### config.mk
export PLATFORM = sky130hd
export DESIGN_NAME = two_list_round_robin_scheduler
export DESIGN_NICKNAME = d
export VERILOG_FILES = /design/src/hdl/trr_pkg.sv /design/src/hdl/trr_ram.sv /design/src/hdl/trr_task_table.sv /design/src/hdl/two_list_round_robin_scheduler.sv
export SDC_FILE = /design/constraint.sdc
export NUM_CORES = 1
export LEC_CHECK = 0
export ABC_AREA = 1
export ABC_CLOCK_PERIOD_IN_PS = 4500
export CORE_MARGIN = 1
export CORE_UTILIZATION = 55
export CTS_BUF_LIST = sky130_fd_sc_hd__clkbuf_2
export CTS_CLUSTER_DIAMETER = 40
export DETAILED_ROUTE_END_ITERATION = 8
export DONT_BUFFER_PORTS = 1
export PLACE_DENSITY = 0.76
export SLEW_MARGIN = 0
export SYNTH_ARGS = -nofsm -noshare
export SYNTH_HDL_FRONTEND = slang
export SYNTH_HIERARCHICAL = 1
export SYNTH_SLANG_ARGS = --single-unit
### constraint.sdc
create_clock -name i_clk -period 4.5 [get_ports i_clk]
set_input_delay 0.9 -clock i_clk [delete_from_list [all_inputs] [get_ports i_clk]]
set_output_delay 0.9 -clock i_clk [all_outputs]
set_load 0.1 [all_outputs]
### src/hdl/trr_pkg.sv
// shared types, sizes and helper functions for the two-list round-robin scheduler
`timescale 1ns / 1ps

package trr_pkg;

    // number of task slots and derived widths
    localparam int NUM_TASKS = 16;
    localparam int IDX_W     = $clog2(NUM_TASKS);
    localparam int CNT_W     = $clog2(NUM_TASKS + 1);
    localparam int TID_W     = 4;
    localparam int PRI_W     = 8;

    // command codes
    typedef enum logic [1:0] {
        OP_YIELD = 2'd0,
        OP_ADD   = 2'd1,
        OP_SET   = 2'd2,
        OP_NOP   = 2'd3
    } t_opcode;

    // input beat
    typedef struct packed {
        t_opcode            opcode;
        logic [TID_W-1:0]   task_id;
        logic [PRI_W-1:0]   priority_req;
        logic               runnable;
    } t_cmd;

    // result beat
    typedef struct packed {
        logic [TID_W-1:0]   run_task;
        logic               no_runnable;
    } t_result;

    // write request into the task table
    typedef struct packed {
        logic               add;
        logic               set;
        logic [IDX_W-1:0]   id;
        logic [PRI_W-1:0]   prio;
        logic               run;
    } t_tbl_wr;

    // task id addresses an existing slot
    function automatic logic id_in_range(input logic [TID_W-1:0] id);
        return int'(id) < NUM_TASKS;
    endfunction

    // task id to table index
    function automatic logic [IDX_W-1:0] to_idx(input logic [TID_W-1:0] id);
        return IDX_W'(id);
    endfunction

    // circular list pointer advance
    function automatic logic [IDX_W-1:0] ptr_inc(input logic [IDX_W-1:0] p);
        return (p == IDX_W'(NUM_TASKS - 1)) ? '0 : p + 1'b1;
    endfunction

endpackage

### src/hdl/trr_ram.sv
// generic single-write, single-read memory with registered read data
`timescale 1ns / 1ps

module trr_ram #(
    parameter int WIDTH = 4,
    parameter int DEPTH = 16,
    localparam int AW = $clog2(DEPTH)
) (
    input  logic             i_clk,
    input  logic             i_we,
    input  logic [AW-1:0]    i_waddr,
    input  logic [WIDTH-1:0] i_wdata,
    input  logic             i_re,
    input  logic [AW-1:0]    i_raddr,
    output logic [WIDTH-1:0] o_rdata
);

    logic [WIDTH-1:0] r_mem [DEPTH];
    logic [WIDTH-1:0] r_rdata;

    // write port
    always_ff @(posedge i_clk) begin
        if (i_we) begin
            r_mem[i_waddr] <= i_wdata;
        end
    end

    // registered read port
    always_ff @(posedge i_clk) begin
        if (i_re) begin
            r_rdata <= r_mem[i_raddr];
        end
    end

    assign o_rdata = r_rdata;

endmodule

### src/hdl/trr_task_table.sv
// per-task priority memory and runnable flags
`timescale 1ns / 1ps

module trr_task_table (
    input  logic                       i_clk,
    input  logic                       i_rst_n,
    input  trr_pkg::t_tbl_wr           i_wr,
    input  logic [trr_pkg::IDX_W-1:0]  i_run_addr,
    output logic                       o_run,
    input  logic                       i_prio_re,
    input  logic [trr_pkg::IDX_W-1:0]  i_prio_addr,
    output logic [trr_pkg::PRI_W-1:0]  o_prio
);

    logic [trr_pkg::PRI_W-1:0] r_prio_mem [trr_pkg::NUM_TASKS];
    logic [trr_pkg::NUM_TASKS-1:0] r_prio_valid;
    logic [trr_pkg::NUM_TASKS-1:0] r_run;
    logic [trr_pkg::PRI_W-1:0] r_prio_q;
    logic                      r_prio_valid_q;

    // flags and valid bits, cleared at reset
    always_ff @(posedge i_clk) begin
        if (!i_rst_n) begin
            r_run        <= '0;
            r_prio_valid <= '0;
        end else begin
            if (i_wr.add || i_wr.set) begin
                r_run[i_wr.id] <= i_wr.run;
            end
            if (i_wr.add) begin
                r_prio_valid[i_wr.id] <= 1'b1;
            end
        end
    end

    // priority memory write
    always_ff @(posedge i_clk) begin
        if (i_wr.add) begin
            r_prio_mem[i_wr.id] <= i_wr.prio;
        end
    end

    // priority read, registered; unwritten entries read as zero
    always_ff @(posedge i_clk) begin
        if (i_prio_re) begin
            r_prio_q       <= r_prio_mem[i_prio_addr];
            r_prio_valid_q <= r_prio_valid[i_prio_addr];
        end
    end

    assign o_prio = r_prio_valid_q ? r_prio_q : '0;
    assign o_run  = r_run[i_run_addr];

endmodule

### src/hdl/two_list_round_robin_scheduler.sv
// top level: command decode, list pointers and the yield scan sequencer
`timescale 1ns / 1ps

// Two-list round-robin scheduler. A command beat is taken when start is high
// and busy is low. Add and set-runnable give no result. A yield gives
// exactly one result beat, shown for one cycle with o_strobe; the receiver
// cannot hold it off and must take it then. A yield that keeps the current
// task has its result registered straight from the check state. Otherwise
// the scan walks the active list one entry at a time: each head is read from
// the list memory through its registered output before its runnable flag is
// tested, and the lists swap roles when the active list runs dry. Busy falls
// in the cycle the result is shown.
module two_list_round_robin_scheduler (
    input  logic             i_clk,
    input  logic             i_rst_n,
    input  logic             start,
    output logic             busy,
    input  trr_pkg::t_cmd    i_cmd,
    output logic             o_strobe,
    output trr_pkg::t_result o_result
);

    typedef enum logic [2:0] {
        S_IDLE,
        S_CHECK,
        S_SCAN,
        S_PEEK,
        S_PRIO
    } t_state;

    t_state r_state;
    logic   r_pass;
    logic   r_active;

    // pointers of the active and inactive lists
    logic [trr_pkg::IDX_W-1:0] r_act_head, r_act_tail, r_ina_head, r_ina_tail;
    logic [trr_pkg::CNT_W-1:0] r_act_cnt, r_ina_cnt;

    logic [trr_pkg::TID_W-1:0] r_cur;
    logic                      r_cur_valid;
    logic [trr_pkg::PRI_W-1:0] r_slices;
    logic [trr_pkg::TID_W-1:0] r_h;
    logic                      r_strobe;
    trr_pkg::t_result          r_res;

    logic                      accept;
    logic                      id_ok;
    logic                      act_full, ina_full;
    logic                      keep;
    logic                      push_act, push_ina;
    logic [trr_pkg::TID_W-1:0] ina_data;
    logic [trr_pkg::TID_W-1:0] head_q;
    logic [trr_pkg::TID_W-1:0] rdata_a, rdata_b;
    logic                      we_a, we_b;
    logic [trr_pkg::TID_W-1:0] wdata;
    logic [trr_pkg::IDX_W-1:0] waddr;
    logic                      rd_head;
    logic                      run_flag;
    logic [trr_pkg::IDX_W-1:0] run_addr;
    logic [trr_pkg::PRI_W-1:0] prio;
    trr_pkg::t_tbl_wr          tbl_wr;

    // handshake and command decode
    assign busy     = (r_state != S_IDLE);
    assign accept   = start && !busy;
    assign id_ok    = trr_pkg::id_in_range(i_cmd.task_id);
    assign act_full = (r_act_cnt == trr_pkg::CNT_W'(trr_pkg::NUM_TASKS));
    assign ina_full = (r_ina_cnt == trr_pkg::CNT_W'(trr_pkg::NUM_TASKS));

    // head of the active list, from whichever memory holds it
    assign head_q   = r_active ? rdata_b : rdata_a;

    // runnable lookup address: current task on check, scanned head on peek
    assign run_addr = (r_state == S_PEEK) ? trr_pkg::to_idx(head_q)
                                          : trr_pkg::to_idx(r_cur);
    assign keep     = r_cur_valid && (r_slices != '0) && run_flag;

    // list appends
    assign push_act = accept && (i_cmd.opcode == trr_pkg::OP_ADD) && id_ok && !act_full;
    assign push_ina = !ina_full &&
                      (((r_state == S_CHECK) && !keep && r_cur_valid) ||
                       ((r_state == S_PEEK) && !run_flag));
    assign ina_data = (r_state == S_CHECK) ? r_cur : head_q;

    // list memory port steering
    assign we_a    = (push_act && !r_active) || (push_ina && r_active);
    assign we_b    = (push_act && r_active) || (push_ina && !r_active);
    assign wdata   = push_act ? i_cmd.task_id : ina_data;
    assign waddr   = push_act ? r_act_tail : r_ina_tail;
    assign rd_head = (r_state == S_SCAN) && (r_act_cnt != '0);

    // task table writes
    assign tbl_wr.add  = accept && (i_cmd.opcode == trr_pkg::OP_ADD) && id_ok;
    assign tbl_wr.set  = accept && (i_cmd.opcode == trr_pkg::OP_SET) && id_ok;
    assign tbl_wr.id   = trr_pkg::to_idx(i_cmd.task_id);
    assign tbl_wr.prio = i_cmd.priority_req;
    assign tbl_wr.run  = i_cmd.runnable;

    trr_ram #(
        .WIDTH (trr_pkg::TID_W),
        .DEPTH (trr_pkg::NUM_TASKS)
    ) u_list_a (
        .i_clk   (i_clk),
        .i_we    (we_a),
        .i_waddr (waddr),
        .i_wdata (wdata),
        .i_re    (rd_head && !r_active),
        .i_raddr (r_act_head),
        .o_rdata (rdata_a)
    );

    trr_ram #(
        .WIDTH (trr_pkg::TID_W),
        .DEPTH (trr_pkg::NUM_TASKS)
    ) u_list_b (
        .i_clk   (i_clk),
        .i_we    (we_b),
        .i_waddr (waddr),
        .i_wdata (wdata),
        .i_re    (rd_head && r_active),
        .i_raddr (r_act_head),
        .o_rdata (rdata_b)
    );

    trr_task_table u_table (
        .i_clk       (i_clk),
        .i_rst_n     (i_rst_n),
        .i_wr        (tbl_wr),
        .i_run_addr  (run_addr),
        .o_run       (run_flag),
        .i_prio_re   (r_state == S_PEEK),
        .i_prio_addr (trr_pkg::to_idx(head_q)),
        .o_prio      (prio)
    );

    // sequencer, list pointers and result register
    always_ff @(posedge i_clk) begin
        if (!i_rst_n) begin
            r_state     <= S_IDLE;
            r_pass      <= 1'b0;
            r_active    <= 1'b0;
            r_act_head  <= '0;
            r_act_tail  <= '0;
            r_act_cnt   <= '0;
            r_ina_head  <= '0;
            r_ina_tail  <= '0;
            r_ina_cnt   <= '0;
            r_cur       <= '0;
            r_cur_valid <= 1'b0;
            r_slices    <= '0;
            r_strobe    <= 1'b0;
        end else begin
            r_strobe <= 1'b0;
            unique case (r_state)
                S_IDLE: begin
                    if (push_act) begin
                        r_act_tail <= trr_pkg::ptr_inc(r_act_tail);
                        r_act_cnt  <= r_act_cnt + 1'b1;
                    end
                    if (accept && (i_cmd.opcode == trr_pkg::OP_YIELD)) begin
                        r_state <= S_CHECK;
                    end
                end
                S_CHECK: begin
                    if (keep) begin
                        r_slices       <= r_slices - 1'b1;
                        r_res.run_task <= r_cur;
                        r_res.no_runnable <= 1'b0;
                        r_strobe       <= 1'b1;
                        r_state        <= S_IDLE;
                    end else begin
                        if (push_ina) begin
                            r_ina_tail <= trr_pkg::ptr_inc(r_ina_tail);
                            r_ina_cnt  <= r_ina_cnt + 1'b1;
                        end
                        r_cur_valid <= 1'b0;
                        r_cur       <= '0;
                        r_pass      <= 1'b0;
                        r_state     <= S_SCAN;
                    end
                end
                S_SCAN: begin
                    if (r_act_cnt != '0) begin
                        r_state <= S_PEEK;
                    end else if (!r_pass) begin
                        // active list ran dry: swap roles and scan once more
                        r_act_head <= r_ina_head;
                        r_act_tail <= r_ina_tail;
                        r_act_cnt  <= r_ina_cnt;
                        r_ina_head <= r_act_head;
                        r_ina_tail <= r_act_tail;
                        r_ina_cnt  <= r_act_cnt;
                        r_active   <= !r_active;
                        r_pass     <= 1'b1;
                    end else begin
                        r_slices          <= '0;
                        r_res.run_task    <= '0;
                        r_res.no_runnable <= 1'b1;
                        r_strobe          <= 1'b1;
                        r_state           <= S_IDLE;
                    end
                end
                S_PEEK: begin
                    r_h <= head_q;
                    if (run_flag) begin
                        r_state <= S_PRIO;
                    end else begin
                        // blocked head moves to the inactive list
                        r_act_head <= trr_pkg::ptr_inc(r_act_head);
                        r_act_cnt  <= r_act_cnt - 1'b1;
                        if (push_ina) begin
                            r_ina_tail <= trr_pkg::ptr_inc(r_ina_tail);
                            r_ina_cnt  <= r_ina_cnt + 1'b1;
                        end
                        r_state <= S_SCAN;
                    end
                end
                S_PRIO: begin
                    r_act_head        <= trr_pkg::ptr_inc(r_act_head);
                    r_act_cnt         <= r_act_cnt - 1'b1;
                    r_cur             <= r_h;
                    r_cur_valid       <= 1'b1;
                    r_slices          <= (prio == '0) ? '0 : prio - 1'b1;
                    r_res.run_task    <= r_h;
                    r_res.no_runnable <= 1'b0;
                    r_strobe          <= 1'b1;
                    r_state           <= S_IDLE;
                end
            endcase
        end
    end

    assign o_strobe = r_strobe;
    assign o_result = r_res;

    // result beats are never back to back
    a_strobe_gap: assert property (@(posedge i_clk) disable iff (!i_rst_n)
        o_strobe |=> !o_strobe)
        else $error("result strobe in two consecutive cycles");

    // list fill counts stay within capacity
    a_cnt_range: assert property (@(posedge i_clk) disable iff (!i_rst_n)
        (r_act_cnt <= trr_pkg::CNT_W'(trr_pkg::NUM_TASKS)) &&
        (r_ina_cnt <= trr_pkg::CNT_W'(trr_pkg::NUM_TASKS)))
        else $error("list count beyond capacity");

    // an accepted yield starts the check of the current task
    a_yield_start: assert property (@(posedge i_clk) disable iff (!i_rst_n)
        (accept && (i_cmd.opcode == trr_pkg::OP_YIELD)) |=> (r_state == S_CHECK))
        else $error("yield did not enter check");

    // a failed search leaves no current task and a zero task id
    a_none_clean: assert property (@(posedge i_clk) disable iff (!i_rst_n)
        (o_strobe && o_result.no_runnable) |->
            ((o_result.run_task == '0) && !r_cur_valid && (r_slices == '0)))
        else $error("no-runnable result with stale task state");

endmodule
# Word-level counts from Yosys, hierarchy flattened
# Memory sizes are Yosys's and may differ from the RTL's. A register that Yosys moved wholly into a read port is not among the register bits.
# Index checks and enable logic that the tools add are counted.
# word_totals
regBits	87
elab_cells	182
inputBits	18
output_inout_bits	7
mem_count	3
mem_bits_rw	256
# memory_table
memory	depth	width	read_ports	rd_clocked_by_memory_dff	wr	line	text
u_table.r_prio_mem	16	8	1	1	1	trr_task_table.sv:15	logic [trr_pkg::PRI_W-1:0] r_prio_mem [trr_pkg::NUM_TASKS];
u_list_a.r_mem	16	4	1	1	1	trr_ram.sv:18	logic [WIDTH-1:0] r_mem [DEPTH];
u_list_b.r_mem	16	4	1	1	1	trr_ram.sv:18	
# op_classes
reduce_logical	53
add_sub_neg	8
eq_ne	20
n_mux	72
magnitude_cmp	4
n_bitwise	3
# op_table
cell	count
4-bit two-way mux	20
5-bit two-way mux	12
8-bit two-way mux	5
5-bit case mux with 3 select lines	2
4-bit case mux with 3 select lines	2
8-bit case mux with 3 select lines	1
5-bit case mux with 4 select lines	1
1-bit logical AND	19
16-bit bitwise mux	1
2-bit != test (second input constant)	8
16-bit OR	1
4-bit case mux with 2 select lines	2
8-bit by 1-bit subtractor with 8-bit output (second input constant)	2
4-bit by 5-bit < comparator with 1-bit output (second input constant)	3
3-bit case mux with 5 select lines	1
5-bit AND reduction	3
1-bit two-way mux	14
4-bit by 1-bit adder with 4-bit output (second input constant)	3
4-bit == test (second input constant)	3
3-bit two-way mux	4
4-bit AND reduction	3
3-bit nonzero test	4
5-bit by 1-bit adder with 5-bit output (second input constant)	2
5-bit == test (second input constant)	2
other kinds (25)	42

# Depth between registers and ports, before layout
# logic_depth
ltp_word	14
ltp_mapped	24
mapped_depth_nobuf	22

# Cells and area by module
# The synthesis kept the hierarchy.
# modules_own_cells
mod	n_inst	area_each_um2	seq_area_each_um2	cells_per_inst
trr_task_table	1	7503.4	4754.6	814
trr_ram	2	3006.6	2042.0	290
two_list_round_robin_scheduler	1	3353.2	1171.1	493

# Worst setup path after synthesis
# OpenSTA, ideal clock, no wires.
# synth_path
kind	reg2reg
startpoint	register r_state[1]
endpoint	memory u_list_a.r_mem[0][0] (data pin)
period_less_slack_ns	3.134
t_required_ns	4.102
setup_slack_ns	1.366
path_stages_with_launch	6
setup_ns	0.398
path_buffers	0
t_arrival_ns	2.737
cell_sequence	dfxtp_1 > nor2_1 > nand2_1 > nor2_1 > nand4_1 > a31oi_1
# synth_via
elab_chain_len	6
elab_cells_between_ends	8
cone_classes	eq/ne (1); mux (2); reduce/logical (5)
# synth_lines
element	line	text
from (decl)	two_list_round_robin_scheduler.sv:31	t_state r_state;
from (signal assigned)	two_list_round_robin_scheduler.sv:139	r_state <= S_IDLE;
from (signal assigned)	two_list_round_robin_scheduler.sv:161	r_state <= S_CHECK;
from (signal assigned)	two_list_round_robin_scheduler.sv:170	r_state <= S_IDLE;
3-bit nonzero test	two_list_round_robin_scheduler.sv:64	assign busy = (r_state != S_IDLE);
net busy	two_list_round_robin_scheduler.sv:17	output logic busy,
1-bit zero test	two_list_round_robin_scheduler.sv:65	assign accept = start && !busy;
1-bit logical AND	two_list_round_robin_scheduler.sv:65	
1-bit logical AND (2 in a row)	two_list_round_robin_scheduler.sv:79	assign push_act = accept && (i_cmd.opcode == trr_pkg::OP_ADD) && id_ok && !act_full;
4-bit two-way mux	two_list_round_robin_scheduler.sv:88	assign wdata = push_act ? i_cmd.task_id : ina_data;
net wdata, one bit	two_list_round_robin_scheduler.sv:55	logic [trr_pkg::TID_W-1:0] wdata;
to (decl)	trr_ram.sv:18	
# The timed path passes the listed nets, and every way through them passes these cells.

# Worst setup path after layout
# layout_path
startpoint	register r_state[2]
endpoint	memory u_list_a.r_mem[13][1] (enable)
# layout_via
elab_chain_len	14
elab_cells_between_ends	24
cone_classes	eq/ne (2); mux (6); reduce/logical (16)
# layout_lines
element	line	text
3-bit by 2-bit == test with 1-bit output (*)	two_list_round_robin_scheduler.sv:74	assign run_addr = (r_state == S_PEEK) ? trr_pkg::to_idx(head_q)
4-bit two-way mux (*)	two_list_round_robin_scheduler.sv:74	
net run_addr, one bit	two_list_round_robin_scheduler.sv:59	logic [trr_pkg::IDX_W-1:0] run_addr;
1-bit binary-select mux with 4-bit select (*)	trr_task_table.sv:52	assign o_run = r_run[i_run_addr];
1-bit two-way mux (not written as such) (*)	trr_task_table.sv:52	
net run_flag	two_list_round_robin_scheduler.sv:58	logic run_flag;
1-bit logical AND	two_list_round_robin_scheduler.sv:76	assign keep = r_cur_valid && (r_slices != '0) && run_flag;
1-bit zero test	two_list_round_robin_scheduler.sv:81	(((r_state == S_CHECK) && !keep && r_cur_valid) ||
1-bit logical AND (2 in a row)	two_list_round_robin_scheduler.sv:81	
1-bit logical OR (*)	two_list_round_robin_scheduler.sv:81	
1-bit logical AND (*)	two_list_round_robin_scheduler.sv:80	assign push_ina = !ina_full &&
1-bit logical AND (*)	two_list_round_robin_scheduler.sv:86	assign we_a = (push_act && !r_active) || (push_ina && r_active);
1-bit logical OR (*)	two_list_round_robin_scheduler.sv:86	
net we_a	two_list_round_robin_scheduler.sv:54	logic we_a, we_b;
1-bit two-way mux (*)	trr_ram.sv:23	if (i_we) begin
1-bit two-way mux (not written as such) (*)	trr_ram.sv:24	r_mem[i_waddr] <= i_wdata;
# The timed path passes the listed nets; every way through them passes the cells marked *. The select of a mux whose other input is x is not followed.

==> flow_metrics.py <==
metrics = {
    "status": {
        "status": "finished clean",
    },
    "yosys": {
        "synth-compound-area-share_pct": 4.851,
        "synth.most_common_cell": "nand2_1",
        "ys_async_sr_fraction_pct": 0,
        "synthMuxAreaShare_pct": 0.05933,
        "synth_top_family_by_area": "simple AND/OR/NAND/NOR gates",
        "syn_area_per_cell_um2": 8.940,
        "synth_nets": 1917,
        "ys_seq_area_share_pct": 59.33,
        "synth_area_leaders": "edfxtp_1 (50%), nand2_1 (12%), dfxtp_1 (9.1%)",
        "synthDistinctLibCells": 42,
        "ys_seq_elements": 359,
        "ys.flop_type": "edfxtp_1",
        "synth-edff-count": 282,
        "synthAdderAreaFrac_pct": 0.9345,
        "synth-simple-area-share_pct": 23.45,
        "synth_area_mm2": 0.01687,
        "synthXorXnorAreaFrac_pct": 0.7268,
        "synth_area_leader_cell": "edfxtp_1",
        "netlist.area_leader.share_pct": 50.20,
        "synthCells": 1887,
        "yosys_warnings": 6,
        "synthTopCellsByCount": "nand2_1 (529), inv_1 (328), edfxtp_1 (282), nand3_1 (265), nor2_1 (99)",
    },
    "power_and_ir_drop": {
        "seq_power_share_pct": 46.1,
        "irDropWorstVdd_mv": 0.2563,
        "p_int_w": 0.005459,
        "p_comb_share_pct": 30.3,
        "switching_power_w": 0.003449,
        "clkPwrFrac_pct": 23.6,
        "power.leakage_nw": 7.840,
        "swShare_pct": 38.72,
        "power_density_mw_per_mm2": 496.4,
        "power_w": 0.008908,
    },
    "global_route": {
        "globalRouteTotalUtil_pct": 24.79,
        "grt_pass1_wl_um": 60320,
        "grtUsageMet3_pct": 4.940,
        "overflow": 0,
        "grt_pass1_vias": 12082,
        "met2_usage_pct": 40.09,
        "gr-usage-met1_pct": 33.17,
        "top_usage_layer": "met2",
        "grt_start_max_net_pins": 76,
        "antenna_found_initial": 1,
    },
    "timing": {
        "grt_setup_unrepaired": "no",
        "worstMarginPinSlew_ns": 1.135,
        "finalHoldViolations": 0,
        "clock.fmax_mhz": 253.7,
        "slew_violations": 0,
        "max_slew_margin_pct": 24.35,
        "finalSetupViolations": 0,
        "finClkSkew_ns": 0.1052,
        "period_minus_slack_ns": 3.941,
        "setup_tns_ns": 0,
        "setup_ws_ns": 0.5586,
        "period_share_pct": 87.59,
    },
    "floorplanning": {
        "die_w_um": 177.1,
        "core_area_mm2": 0.02987,
        "initial_utilization_pct": 56.47,
        "io_pins": 25,
        "rows": 63,
        "die-area_mm2": 0.03138,
        "chipHeight_um": 177.1,
    },
    "cts": {
        "cts_buffer_depth": 3,
        "cts_tree": "built",
        "root_buffer": "clkbuf_2",
        "clock-sinks": 359,
        "clock_latency_ns": 0.95,
        "worst_setup_hold_path_clk_slew_ns": 0.11,
        "htree_levels": 3,
        "cts_buffers": 91,
    },
    "critical_path": {
        "slowest_delay_ns": 0.80,
        "end_kind": "register",
        "crit_path_start": "r_state[2]",
        "worstPathCellList": "inv_2 > nand3_1 > inv_2 > o21ai_0 > nand2_1 > nand3_1 > nand3_1 > nand3_1 > nand2_1 > nand2_1 > inv_1 > nand2_1 > nand3_1 > nand2_1 > nand2_1 > o21ai_0 > buf_4 > nand3_1 > nor2_1",
        "worstPathArrival_ns": 4.47,
        "r2r_start": "r_state[2]",
        "critPathSlowestCell": "o21ai_0",
        "worstSetupPathType": "reg -> reg",
        "critPathMaxFanout": 18,
        "required_ns": 5.03,
        "start_kind": "register",
    },
    "cells_and_area": {
        "drive_gt1_share_pct": 9.905,
        "stdcell_count": 2400,
        "final_nets": 1965,
        "area_growth_pct": 6.379,
    },
    "place": {
        "io_buffers": 0,
        "place_congestion": 0.9007,
        "post-place-ws_ns": 0.6906,
        "dp_cells": 2223,
        "hpwl_um": 24110,
    },
    "job": {
        "max_cap_viol_count": 0,
    },
    "drt": {
        "drc": 0,
        "drtIter0Drc": 1393,
        "firstDrtPassIters": 6,
        "ant_nets": 0,
        "via_per_inst": 5.301,
        "wire_per_inst_um": 15.93,
        "vias": 12722,
        "drt_wl_total_um": 38230,
    },
    "worst_hold_path": {
        "hp-class": "in -> reg",
        "hp-start": "i_cmd[5]",
    },
}
worst max-delay path: cells and delay by family (launching register included):
kind,cells,cell delay (ns)
AOI/OAI and AO/OA,2,1.02
buffers and inverters,4,0.47
DFF,1,0.42
and+or+nand+nor,13,1.64
layout by cell type (no fill, tap or decap), types with 2 or more instances in the layout:
master         instances
nor3_1                 2
inv_4                  5
ha_1                  11
o22ai_1                2
nor2_4                 2
buf_4                 15
nand2_1              528
nand4_1                5
o21ai_1                5
xnor2_1                3
inv_2                 11
inv_6                  3
a21oi_1               63
o21ai_0               72
clkinv_2               6
clkinv_1              25
a211oi_1               2
dfxtp_1               76
clkbuf_2             131
nand2_2                6
nand3_1              265
nand3_2                2
a31oi_1                8
nand3b_1               8
xor2_1                11
edfxtp_1             282
dlygate4sd3_1          9
inv_1                328
nor2_1                99
clkinvlp_4             3
a31oi_2                4
nor2_2                 3
clkinv_4               2
area by class of cell:
type / count / area [µm²]
clock inverters: 36 / 168.9
diodes: 1 / 2.502
inverters: 347 / 1325
flip-flops and latches: 359 / 10010
fillers: 2481 / 11930
repair buffers: 24 / 202.7
clock buffers: 131 / 655.6
well taps: 390 / 488.0
multi-input cells: 1112 / 5092
what timing repair did:
item	4_1_cts	5_1_grt
endpoints found under the hold margin	65	1
buffers inserted	0	0
hold buffers	8	1
gates resized for setup	0	0
power groups by stage:
stage               Clock, W  Sequential [W]  Combinational, W
detailed placement         0         0.00418           0.00264
global route         0.00233         0.00412           0.00297
CTS                  0.00217         0.00410           0.00267
finish               0.00210         0.00410           0.00270
floorplan                  0         0.00408           0.00208
global placement           0         0.00417           0.00259
sequential cells by signal (all words and copies together), names as in the netlist, 5 cells and up:
register / cells
u_list_a/r_mem: 64
r_ina_cnt: 5
u_table/r_run: 16
r_act_cnt: 5
u_table/r_prio_valid: 16
u_table/r_prio_q: 8
u_list_b/r_mem: 64
o_result: 5
u_table/r_prio_mem: 128
r_slices: 8
logic make-up after synthesis:
group,count (synthesis)
flip-flops,359
adder cells (fa/ha/maj),12
buffers and inverters,416
XOR/XNOR,14
AO/OA/AOI/OAI,158
multiplexers,1
AND/OR/NAND/NOR,927
final timing paths:
check,depth (start not counted),slack (ns),to
min,0,0.08,u_table/r_prio_mem[10][4]
max,19,0.56,u_list_a/r_mem[13][1]
min reg2reg,2,0.45,r_ina_head[1]
max reg2reg,19,0.56,u_list_a/r_mem[13][1]
metal layers:
layer / part of all wire (%) / vias up
li1: - / 6227
met1: 42 / 5855
met2: 47 / 565
met3: 9.4 / 75
met4: 2.0 / 0
met5: 0 / -
per-stage QoR:
step / hold slack, ns / instance area [µm²] / utilization, %
6_report: 0.08339 / 17950 / 60.07
5_1_grt: 0.004471 / 17950 / 60.07
4_1_cts: 0.002597 / 17930 / 60.03
3_5_place_dp: 0.4374 / 17030 / 57.00
3_3_place_gp: 0.4361 / 17030 / 57.00
2_1_floorplan: 0.4237 / 16870 / -
Note: power is estimated with default switching activity, not from simulation.
